--- config.mk ---
export PLATFORM = sky130hd
export DESIGN_NAME = epoch_seconds_to_calendar
export DESIGN_NICKNAME = d
export VERILOG_FILES = /design/src/rtl/ecal_pkg.sv /design/src/rtl/ecal_day_split.sv /design/src/rtl/ecal_calendar.sv /design/src/rtl/epoch_seconds_to_calendar.sv
export SDC_FILE = /design/constraint.sdc
export NUM_CORES = 2
export LEC_CHECK = 0
export ABC_AREA = 1
export BUFFER_PORTS_ARGS = -buffer_cell sky130_fd_sc_hd__buf_2
export CAP_MARGIN = 30
export CORE_UTILIZATION = 55
export CTS_BUF_LIST = sky130_fd_sc_hd__clkbuf_8
export DETAILED_ROUTE_END_ITERATION = 8
export PLACE_DENSITY = 0.71
export SETUP_SLACK_MARGIN = 0.1
export SLEW_MARGIN = 15
export SYNTH_ARGS = -nofsm -noshare
export SYNTH_HDL_FRONTEND = slang
export SYNTH_HIERARCHICAL = 1
export SYNTH_SLANG_ARGS = --single-unit
--- constraint.sdc ---
create_clock -name clk -period 11.2 [get_ports clk]
set_input_delay 2.24 -clock clk [delete_from_list [all_inputs] [get_ports clk]]
set_output_delay 2.24 -clock clk [all_outputs]
set_load 0.05 [all_outputs]
--- src/rtl/ecal_pkg.sv ---
package ecal_pkg;

    // cycles from an accepted start to its done strobe
    localparam int unsigned ECAL_LATENCY = 9;

    // seconds per day is 675 * 2^7, divided by reciprocal
    localparam logic [9:0]  DAY_DIVISOR    = 10'd675;
    localparam logic [25:0] DAY_RECIP      = 26'd50903316;
    localparam int unsigned DAY_SHIFT      = 35;

    // days are counted in julian four-year cycles from 1968-03-01
    localparam logic [15:0] DAY_2100_MAR1  = 16'd47541;
    localparam logic [15:0] MAR1968_OFFSET = 16'd671;
    localparam logic [10:0] DAYS_PER_CYCLE = 11'd1461;
    localparam logic [15:0] CYCLE_RECIP    = 16'd45934;
    localparam int unsigned CYCLE_SHIFT    = 26;
    localparam logic [10:0] DAYS_PER_YEAR  = 11'd365;
    localparam logic [11:0] BASE_YEAR      = 12'd1968;

    // x / 15 and x / 7 by reciprocal, exact over the ranges used here
    localparam logic [15:0] DIV15_RECIP    = 16'd34953;
    localparam int unsigned DIV15_SHIFT    = 19;
    localparam logic [16:0] DIV7_RECIP     = 17'd74899;
    localparam int unsigned DIV7_SHIFT     = 19;
    localparam logic [15:0] DAYS_PER_WEEK  = 16'd7;
    localparam logic [15:0] EPOCH_WEEKDAY  = 16'd4;

    localparam logic [16:0] SEC_PER_MIN    = 17'd60;
    localparam logic [10:0] MIN_PER_HOUR   = 11'd60;

    // march-based month index: january and february follow december
    localparam logic [3:0]  MP_JANUARY     = 4'd10;
    localparam logic [3:0]  MP_LAST        = 4'd11;
    localparam logic [3:0]  MP_TO_MONTH    = 4'd3;
    localparam logic [3:0]  MP_WRAP        = 4'd9;

    typedef struct packed {
        logic        valid;
        logic [15:0] days;
        logic [16:0] rem;
    } ecal_split_t;

    typedef struct packed {
        logic        valid;
        logic [11:0] year;
        logic [3:0]  month;
        logic [4:0]  day_of_month;
        logic [2:0]  weekday;
        logic [4:0]  hour;
        logic [5:0]  minute;
        logic [5:0]  second;
    } ecal_result_t;

    // day of the march-based year on which each month begins
    function automatic logic [8:0] month_start(input logic [3:0] mp);
        logic [8:0] start_day;
        case (mp)
            4'd0:    start_day = 9'd0;
            4'd1:    start_day = 9'd31;
            4'd2:    start_day = 9'd61;
            4'd3:    start_day = 9'd92;
            4'd4:    start_day = 9'd122;
            4'd5:    start_day = 9'd153;
            4'd6:    start_day = 9'd184;
            4'd7:    start_day = 9'd214;
            4'd8:    start_day = 9'd245;
            4'd9:    start_day = 9'd275;
            4'd10:   start_day = 9'd306;
            4'd11:   start_day = 9'd337;
            default: start_day = 9'd0;
        endcase
        return start_day;
    endfunction

endpackage

--- src/rtl/ecal_day_split.sv ---
module ecal_day_split import ecal_pkg::*;
(
    input  logic        clk,
    input  logic        rst_n,
    input  logic        in_valid,
    input  logic [31:0] epoch_seconds,
    output ecal_split_t split
);

    logic        v1_reg;
    logic [24:0] x1_reg;
    logic [6:0]  lo1_reg;
    logic [50:0] p1_reg;
    logic [50:0] p1_next;

    logic        v2_reg;
    logic [15:0] q2_reg;
    logic [10:0] r2_reg;
    logic [6:0]  lo2_reg;
    logic [15:0] q2_next;
    logic [25:0] r2_full;
    logic [10:0] r2_next;

    logic        v3_reg;
    logic [15:0] days3_reg;
    logic [16:0] rem3_reg;
    logic [15:0] days3_next;
    logic [16:0] rem3_next;
    logic [10:0] r3_fix;

    // stage 1: reciprocal product of the seconds above bit 7
    always_comb
    begin
        p1_next = {26'd0, epoch_seconds[31:7]} * {25'd0, DAY_RECIP};
    end

    // stage 2: estimated day count, possibly one low
    always_comb
    begin
        q2_next = p1_reg[DAY_SHIFT +: 16];
        r2_full = {1'b0, x1_reg} - ({10'd0, q2_next} * {16'd0, DAY_DIVISOR});
        r2_next = r2_full[10:0];
    end

    // stage 3: one correction step
    always_comb
    begin
        if (r2_reg >= {1'b0, DAY_DIVISOR})
        begin
            days3_next = q2_reg + 16'd1;
            r3_fix     = r2_reg - {1'b0, DAY_DIVISOR};
        end
        else
        begin
            days3_next = q2_reg;
            r3_fix     = r2_reg;
        end
        rem3_next = {r3_fix[9:0], lo2_reg};
    end

    always_ff @(posedge clk or negedge rst_n)
    begin
        if (!rst_n)
        begin
            v1_reg <= 1'b0;
            v2_reg <= 1'b0;
            v3_reg <= 1'b0;
        end
        else
        begin
            v1_reg <= in_valid;
            v2_reg <= v1_reg;
            v3_reg <= v2_reg;
        end
    end

    always_ff @(posedge clk)
    begin
        x1_reg    <= epoch_seconds[31:7];
        lo1_reg   <= epoch_seconds[6:0];
        p1_reg    <= p1_next;
        q2_reg    <= q2_next;
        r2_reg    <= r2_next;
        lo2_reg   <= lo1_reg;
        days3_reg <= days3_next;
        rem3_reg  <= rem3_next;
    end

    assign split.valid = v3_reg;
    assign split.days  = days3_reg;
    assign split.rem   = rem3_reg;

endmodule

--- src/rtl/ecal_calendar.sv ---
module ecal_calendar import ecal_pkg::*;
(
    input  logic         clk,
    input  logic         rst_n,
    input  ecal_split_t  split,
    output ecal_result_t result
);

    // stage 4
    logic        v4_reg;
    logic [15:0] z4_reg;
    logic [15:0] wx4_reg;
    logic [16:0] rem4_reg;
    logic [30:0] pm4_reg;
    logic [15:0] z4_next;
    logic [15:0] wx4_next;
    logic [30:0] pm4_next;
    logic        after_2100_feb;

    // stage 5
    logic        v5_reg;
    logic [15:0] z5_reg;
    logic [15:0] wx5_reg;
    logic [31:0] pc5_reg;
    logic [32:0] pw5_reg;
    logic [10:0] m5_reg;
    logic [5:0]  sec5_reg;
    logic [31:0] pc5_next;
    logic [32:0] pw5_next;
    logic [10:0] m5_next;
    logic [16:0] sec5_full;

    // stage 6
    logic        v6_reg;
    logic [5:0]  cycle6_reg;
    logic [10:0] doc6_reg;
    logic [2:0]  wd6_reg;
    logic [24:0] ph6_reg;
    logic [10:0] m6_reg;
    logic [5:0]  sec6_reg;
    logic [5:0]  cycle6_next;
    logic [15:0] doc6_full;
    logic [12:0] q7;
    logic [15:0] wd6_full;
    logic [24:0] ph6_next;

    // stage 7
    logic        v7_reg;
    logic [8:0]  doy7_reg;
    logic [11:0] year7_reg;
    logic [4:0]  hr7_reg;
    logic [5:0]  mn7_reg;
    logic [2:0]  wd7_reg;
    logic [5:0]  sec7_reg;
    logic [1:0]  yoc;
    logic [10:0] doy7_full;
    logic [11:0] year7_next;
    logic [4:0]  hr7_next;
    logic [10:0] mn7_full;

    // stage 8
    logic        v8_reg;
    logic [3:0]  mp8_reg;
    logic [8:0]  doy8_reg;
    logic [11:0] year8_reg;
    logic [4:0]  hr8_reg;
    logic [5:0]  mn8_reg;
    logic [2:0]  wd8_reg;
    logic [5:0]  sec8_reg;
    logic [3:0]  mp8_next;

    // stage 9
    logic        v9_reg;
    logic [11:0] year9_reg;
    logic [3:0]  mon9_reg;
    logic [4:0]  dom9_reg;
    logic [4:0]  hr9_reg;
    logic [5:0]  mn9_reg;
    logic [2:0]  wd9_reg;
    logic [5:0]  sec9_reg;
    logic [11:0] year9_next;
    logic [3:0]  mon9_next;
    logic [8:0]  dom9_full;

    // stage 4: insert a phantom feb 29 2100 so four-year cycles hold throughout
    always_comb
    begin
        after_2100_feb = (split.days >= DAY_2100_MAR1);
        z4_next  = split.days + MAR1968_OFFSET + {15'd0, after_2100_feb};
        wx4_next = split.days + EPOCH_WEEKDAY;
        pm4_next = {16'd0, split.rem[16:2]} * {15'd0, DIV15_RECIP};
    end

    // stage 5: minutes of day, seconds, cycle and weekday products
    always_comb
    begin
        pc5_next  = {16'd0, z4_reg} * {16'd0, CYCLE_RECIP};
        pw5_next  = {17'd0, wx4_reg} * {16'd0, DIV7_RECIP};
        m5_next   = pm4_reg[DIV15_SHIFT +: 11];
        sec5_full = rem4_reg - ({6'd0, m5_next} * SEC_PER_MIN);
    end

    // stage 6: day of cycle, weekday, hour product
    always_comb
    begin
        cycle6_next = pc5_reg[CYCLE_SHIFT +: 6];
        doc6_full   = z5_reg - ({10'd0, cycle6_next} * {5'd0, DAYS_PER_CYCLE});
        q7          = pw5_reg[DIV7_SHIFT +: 13];
        wd6_full    = wx5_reg - ({3'd0, q7} * DAYS_PER_WEEK);
        ph6_next    = {16'd0, m5_reg[10:2]} * {9'd0, DIV15_RECIP};
    end

    // stage 7: year of cycle, day of year, hour and minute
    always_comb
    begin
        yoc = 2'd0;
        if (doc6_reg >= 3'd3 * DAYS_PER_YEAR)
        begin
            yoc = 2'd3;
        end
        else if (doc6_reg >= 2'd2 * DAYS_PER_YEAR)
        begin
            yoc = 2'd2;
        end
        else if (doc6_reg >= DAYS_PER_YEAR)
        begin
            yoc = 2'd1;
        end
        doy7_full  = doc6_reg - ({9'd0, yoc} * DAYS_PER_YEAR);
        year7_next = BASE_YEAR + {4'd0, cycle6_reg, 2'b00} + {10'd0, yoc};
        hr7_next   = ph6_reg[DIV15_SHIFT +: 5];
        mn7_full   = m6_reg - ({6'd0, hr7_next} * MIN_PER_HOUR);
    end

    // stage 8: month index from ordered thresholds
    always_comb
    begin
        mp8_next = 4'd0;
        for (int k = 1; k <= int'(MP_LAST); k++)
        begin
            if (doy7_reg >= month_start(4'(k)))
            begin
                mp8_next = 4'(k);
            end
        end
    end

    // stage 9: day of month, calendar month and year
    always_comb
    begin
        dom9_full = doy8_reg - month_start(mp8_reg) + 9'd1;
        if (mp8_reg < MP_JANUARY)
        begin
            mon9_next  = mp8_reg + MP_TO_MONTH;
            year9_next = year8_reg;
        end
        else
        begin
            mon9_next  = mp8_reg - MP_WRAP;
            year9_next = year8_reg + 12'd1;
        end
    end

    always_ff @(posedge clk or negedge rst_n)
    begin
        if (!rst_n)
        begin
            v4_reg <= 1'b0;
            v5_reg <= 1'b0;
            v6_reg <= 1'b0;
            v7_reg <= 1'b0;
            v8_reg <= 1'b0;
            v9_reg <= 1'b0;
        end
        else
        begin
            v4_reg <= split.valid;
            v5_reg <= v4_reg;
            v6_reg <= v5_reg;
            v7_reg <= v6_reg;
            v8_reg <= v7_reg;
            v9_reg <= v8_reg;
        end
    end

    always_ff @(posedge clk)
    begin
        z4_reg     <= z4_next;
        wx4_reg    <= wx4_next;
        rem4_reg   <= split.rem;
        pm4_reg    <= pm4_next;

        z5_reg     <= z4_reg;
        wx5_reg    <= wx4_reg;
        pc5_reg    <= pc5_next;
        pw5_reg    <= pw5_next;
        m5_reg     <= m5_next;
        sec5_reg   <= sec5_full[5:0];

        cycle6_reg <= cycle6_next;
        doc6_reg   <= doc6_full[10:0];
        wd6_reg    <= wd6_full[2:0];
        ph6_reg    <= ph6_next;
        m6_reg     <= m5_reg;
        sec6_reg   <= sec5_reg;

        doy7_reg   <= doy7_full[8:0];
        year7_reg  <= year7_next;
        hr7_reg    <= hr7_next;
        mn7_reg    <= mn7_full[5:0];
        wd7_reg    <= wd6_reg;
        sec7_reg   <= sec6_reg;

        mp8_reg    <= mp8_next;
        doy8_reg   <= doy7_reg;
        year8_reg  <= year7_reg;
        hr8_reg    <= hr7_reg;
        mn8_reg    <= mn7_reg;
        wd8_reg    <= wd7_reg;
        sec8_reg   <= sec7_reg;

        year9_reg  <= year9_next;
        mon9_reg   <= mon9_next;
        dom9_reg   <= dom9_full[4:0];
        hr9_reg    <= hr8_reg;
        mn9_reg    <= mn8_reg;
        wd9_reg    <= wd8_reg;
        sec9_reg   <= sec8_reg;
    end

    assign result.valid        = v9_reg;
    assign result.year         = year9_reg;
    assign result.month        = mon9_reg;
    assign result.day_of_month = dom9_reg;
    assign result.weekday      = wd9_reg;
    assign result.hour         = hr9_reg;
    assign result.minute       = mn9_reg;
    assign result.second       = sec9_reg;

endmodule

--- src/rtl/epoch_seconds_to_calendar.sv ---
// done pulses when a transfer taken on start leaves the last pipeline stage
// throughput: one transfer per cycle through a 9-stage pipeline, busy is always low
// reciprocal multiplies stand in for every divide, at most two in a stage
// the day split sets the first three stages
// reset clears every stage valid bit, items in flight at reset are dropped
// the receiver cannot stall, so results leave on done without back pressure
module epoch_seconds_to_calendar import ecal_pkg::*;
(
    input  logic        clk,
    input  logic        rst_n,
    input  logic        start,
    output logic        busy,
    input  logic [31:0] epoch_seconds,
    output logic        done,
    output logic [11:0] year,
    output logic [3:0]  month,
    output logic [4:0]  day_of_month,
    output logic [2:0]  weekday,
    output logic [4:0]  hour,
    output logic [5:0]  minute,
    output logic [5:0]  second
);

    ecal_split_t  split;
    ecal_result_t result;
    logic         accept;

    assign busy   = 1'b0;
    assign accept = start && !busy;

    ecal_day_split u_day_split
    (
        .clk           (clk),
        .rst_n         (rst_n),
        .in_valid      (accept),
        .epoch_seconds (epoch_seconds),
        .split         (split)
    );

    ecal_calendar u_calendar
    (
        .clk    (clk),
        .rst_n  (rst_n),
        .split  (split),
        .result (result)
    );

    assign done         = result.valid;
    assign year         = result.year;
    assign month        = result.month;
    assign day_of_month = result.day_of_month;
    assign weekday      = result.weekday;
    assign hour         = result.hour;
    assign minute       = result.minute;
    assign second       = result.second;

`ifndef ASSERT_OFF
    a_latency: assert property (@(posedge clk) disable iff (!rst_n)
        accept |-> ##ECAL_LATENCY done)
        else $error("transfer did not complete at pipeline latency");

    a_no_spurious: assert property (@(posedge clk) disable iff (!rst_n)
        done |-> $past(accept, ECAL_LATENCY))
        else $error("done without matching transfer");

    a_date_range: assert property (@(posedge clk) disable iff (!rst_n)
        done |-> (month >= 4'd1 && month <= 4'd12 && day_of_month >= 5'd1
                  && year >= 12'd1970 && year <= 12'd2106 && weekday <= 3'd6))
        else $error("date field out of range");

    a_time_range: assert property (@(posedge clk) disable iff (!rst_n)
        done |-> (hour <= 5'd23 && minute <= 6'd59 && second <= 6'd59))
        else $error("time field out of range");
`endif

endmodule
==> impl_metrics.tcl <==
set metrics [dict create \
    tightest_slew_ns 0.758 \
    grt_max_degree 40 \
    cts.reportedPaths.clkPinSlew_ns 0.06 \
    cts_resized 0 \
    dp.cells 4766 \
    cts_tree "yes" \
    yosysUniqueCellTypes 46 \
    cp-end-kind "register" \
    cp-start-kind "input port" \
    yosys.area_share.xor_xnor_pct 3.71 \
    ant_nets 0 \
    gp_congestion 0.973 \
    post_dp_cell_area_um2 35800 \
    arrival_ns 7.50 \
    maxCapViolCount 0 \
    post-place-ws_ns 3.65 \
    drt_iter0_drc 1051 \
    hold_viol 0 \
    antenna_found_initial 1 \
    synth_top_family_by_area "adder cells" \
    crit_type "input port to register" \
    syn-instance-count 3863 \
    fin_skew_ns 0.0351 \
    ys.flop_type "dfxtp_1" \
    route.detailed.drc 0 \
    multi_input_area_um2 23700 \
    largest_register_ffs 17 \
    fmax_ghz 0.144 \
    synth_fa_ha_area_share_pct 47.2 \
    nets 5108 \
    grt_pass1_wl_mm 119 \
    setup_viol 0 \
    fin_cells 4872 \
    syn_nets 4982 \
    drt_first_pass_iters 5 \
    cts_root_buffer "clkbuf_8" \
    yosys.area_share.simple_pct 12.3 \
    grt_pass1_vias 25500 \
    n_fill_cell 5566 \
    dr_total_vias 24200 \
    ys_seq_area_share_pct 20.9 \
    die_h_um 252 \
    hold_buffers 0 \
    cts_buffers 58 \
    cts_max_path_buffers 3 \
    core-area_um2 61700 \
    avgSynthCellArea_um2 8.91 \
    period_share_pct 62.2 \
    hold_path.class "register to register" \
    rsz0062_at_grt "no" \
    synth_seq_cells 357 \
    yosys_warnings 6 \
    die_area_um2 63600 \
    fin_crit_ns 6.96 \
    rows 91 \
    synth_edf_count 0 \
    track_usage_pct 23.2 \
    async_flop_share_pct 2.52 \
    synth_mux_area_share_pct 0 \
    tns_ns 0 \
    routed_wl_mm 70.2 \
    postCtsSetupBuffers 0 \
    crit_path_max_fanout 11 \
    io_buffer_count 76 \
    post_drt_wl_per_cell_um 14.4 \
    layout-drive-gt1-share_pct 4.69 \
    timing.final.max_slew_violations 0 \
    status "finished, final reports clean" \
    synth.cell_area_um2 34400 \
    setup_ws_ns 4.24 \
    cp.required_ns 11.73 \
    final_common_cell "inv_1" \
    regArea_um2 7190 \
    design_area_um2 37000 \
    clk_latency_ns 0.67 \
    relSlewSlack_pct 49.1 \
    dp_hpwl_mm 60.2 \
    start_util_pct 55.8 \
    syn2layout_area_growth_pct 7.59 \
    cts-htree-levels 2 \
    die_x_um 252 \
    synth_compound_area_share_pct 5.70 \
    gr-total-overflow 0 \
    viasPerCell 4.97 \
    layout_common_cells "927 x inv_1, 726 x ha_1, 555 x nand2_1" \
    cts.sinks 357 \
    ios 78 \
]
Yosys cell counts (all sizes together) (4+ instances only):
cell | number | area (µm²)
a21o | 11 | 82.6
a21oi | 164 | 821
a31oi | 8 | 50.1
buf | 9 | 67.6
dfrtp | 9 | 225
dfxtp | 348 | 6970
fa | 358 | 7170
ha | 726 | 9080
inv | 913 | 3430
nand2 | 557 | 2100
nand3 | 111 | 556
nand3b | 8 | 60.1
nand4 | 47 | 300
nor2 | 220 | 841
nor3 | 40 | 220
nor4 | 16 | 136
o211ai | 4 | 35.0
o21a | 10 | 75.1
o21ai | 122 | 648
o21bai | 25 | 188
xnor2 | 42 | 368
xor2 | 101 | 885
layer usage:
| metal | share of wire [%] | track usage, % | vias up |
|---|---|---|---|
| li1 | - | - | 12400 |
| met1 | 44 | 28.7 | 11300 |
| met2 | 49 | 41.7 | 409 |
| met3 | 3.5 | 2.71 | 126 |
| met4 | 2.9 | 7.46 | 0 |
| met5 | 0 | 0 | - |
worst max-delay path, cell delays in order:
cell and delay, ns:
buf_2 0.21, fa_1 0.46, ha_1 0.29, inv_1 0.06, fa_1 0.51, fa_1 0.52
inv_1 0.05, fa_1 0.47, fa_1 0.55, inv_1 0.05, fa_1 0.52, inv_1 0.04
ha_1 0.31, nand2_1 0.09, nor2_1 0.22, nand2_1 0.14, nor3_1 0.30, nand4_1 0.23
nand4_1 0.17, nand2_1 0.06
logic make-up after synthesis:
| kind of cell | count (synthesis) |
|---|---|
| AO/OA/AOI/OAI | 352 |
| XOR/XNOR | 144 |
| adder cells (fa/ha/maj) | 1084 |
| buffers and inverters | 924 |
| flip-flops | 357 |
| other | 1 |
| AND/OR/NAND/NOR | 1001 |
final cells by class:
type | instances | area share [%]
Timing Repair Buffer | 77 | 1.05
Tap cell | 837 | 2.83
Multi-Input combinational cell | 2582 | 64.1
Clock inverter | 34 | 0.764
Antenna cell | 2 | 0.0135
Sequential cell | 357 | 19.4
Inverter | 913 | 9.26
Clock buffer | 70 | 2.60
worst paths after layout:
kind | start | endpoint | slack, ns | cells after the start
min in group asynchronous | rst_n | u_day_split/v3_reg | 1.43 | 1
setup / recovery | epoch_seconds[17] | u_day_split/p1_reg[40] | 4.24 | 20
hold / removal | u_calendar/cycle6_reg[1] | u_calendar/year7_reg[3] | 0.32 | 0
setup reg to reg | u_calendar/z4_reg[13] | u_calendar/pc5_reg[27] | 5.74 | 21
max in group asynchronous | rst_n | u_calendar/v6_reg | 9.59 | 1
hold reg to reg | u_calendar/cycle6_reg[1] | u_calendar/year7_reg[3] | 0.32 | 0
through the flow:
| stage | utilization (%) | hold WS, ns |
|---|---|---|
| 6_report | 60.0 | 0.321 |
| 5_1_grt | 60.0 | 0.331 |
| 4_1_cts | 60.0 | 0.320 |
| 3_5_place_dp | 58.0 | 0.312 |
| 3_3_place_gp | 58.0 | 0.310 |
| 2_1_floorplan | - | 0.310 |
Power is not shown: default switching activity piles up to over one toggle a cycle in this logic, so the estimate is an artifact.
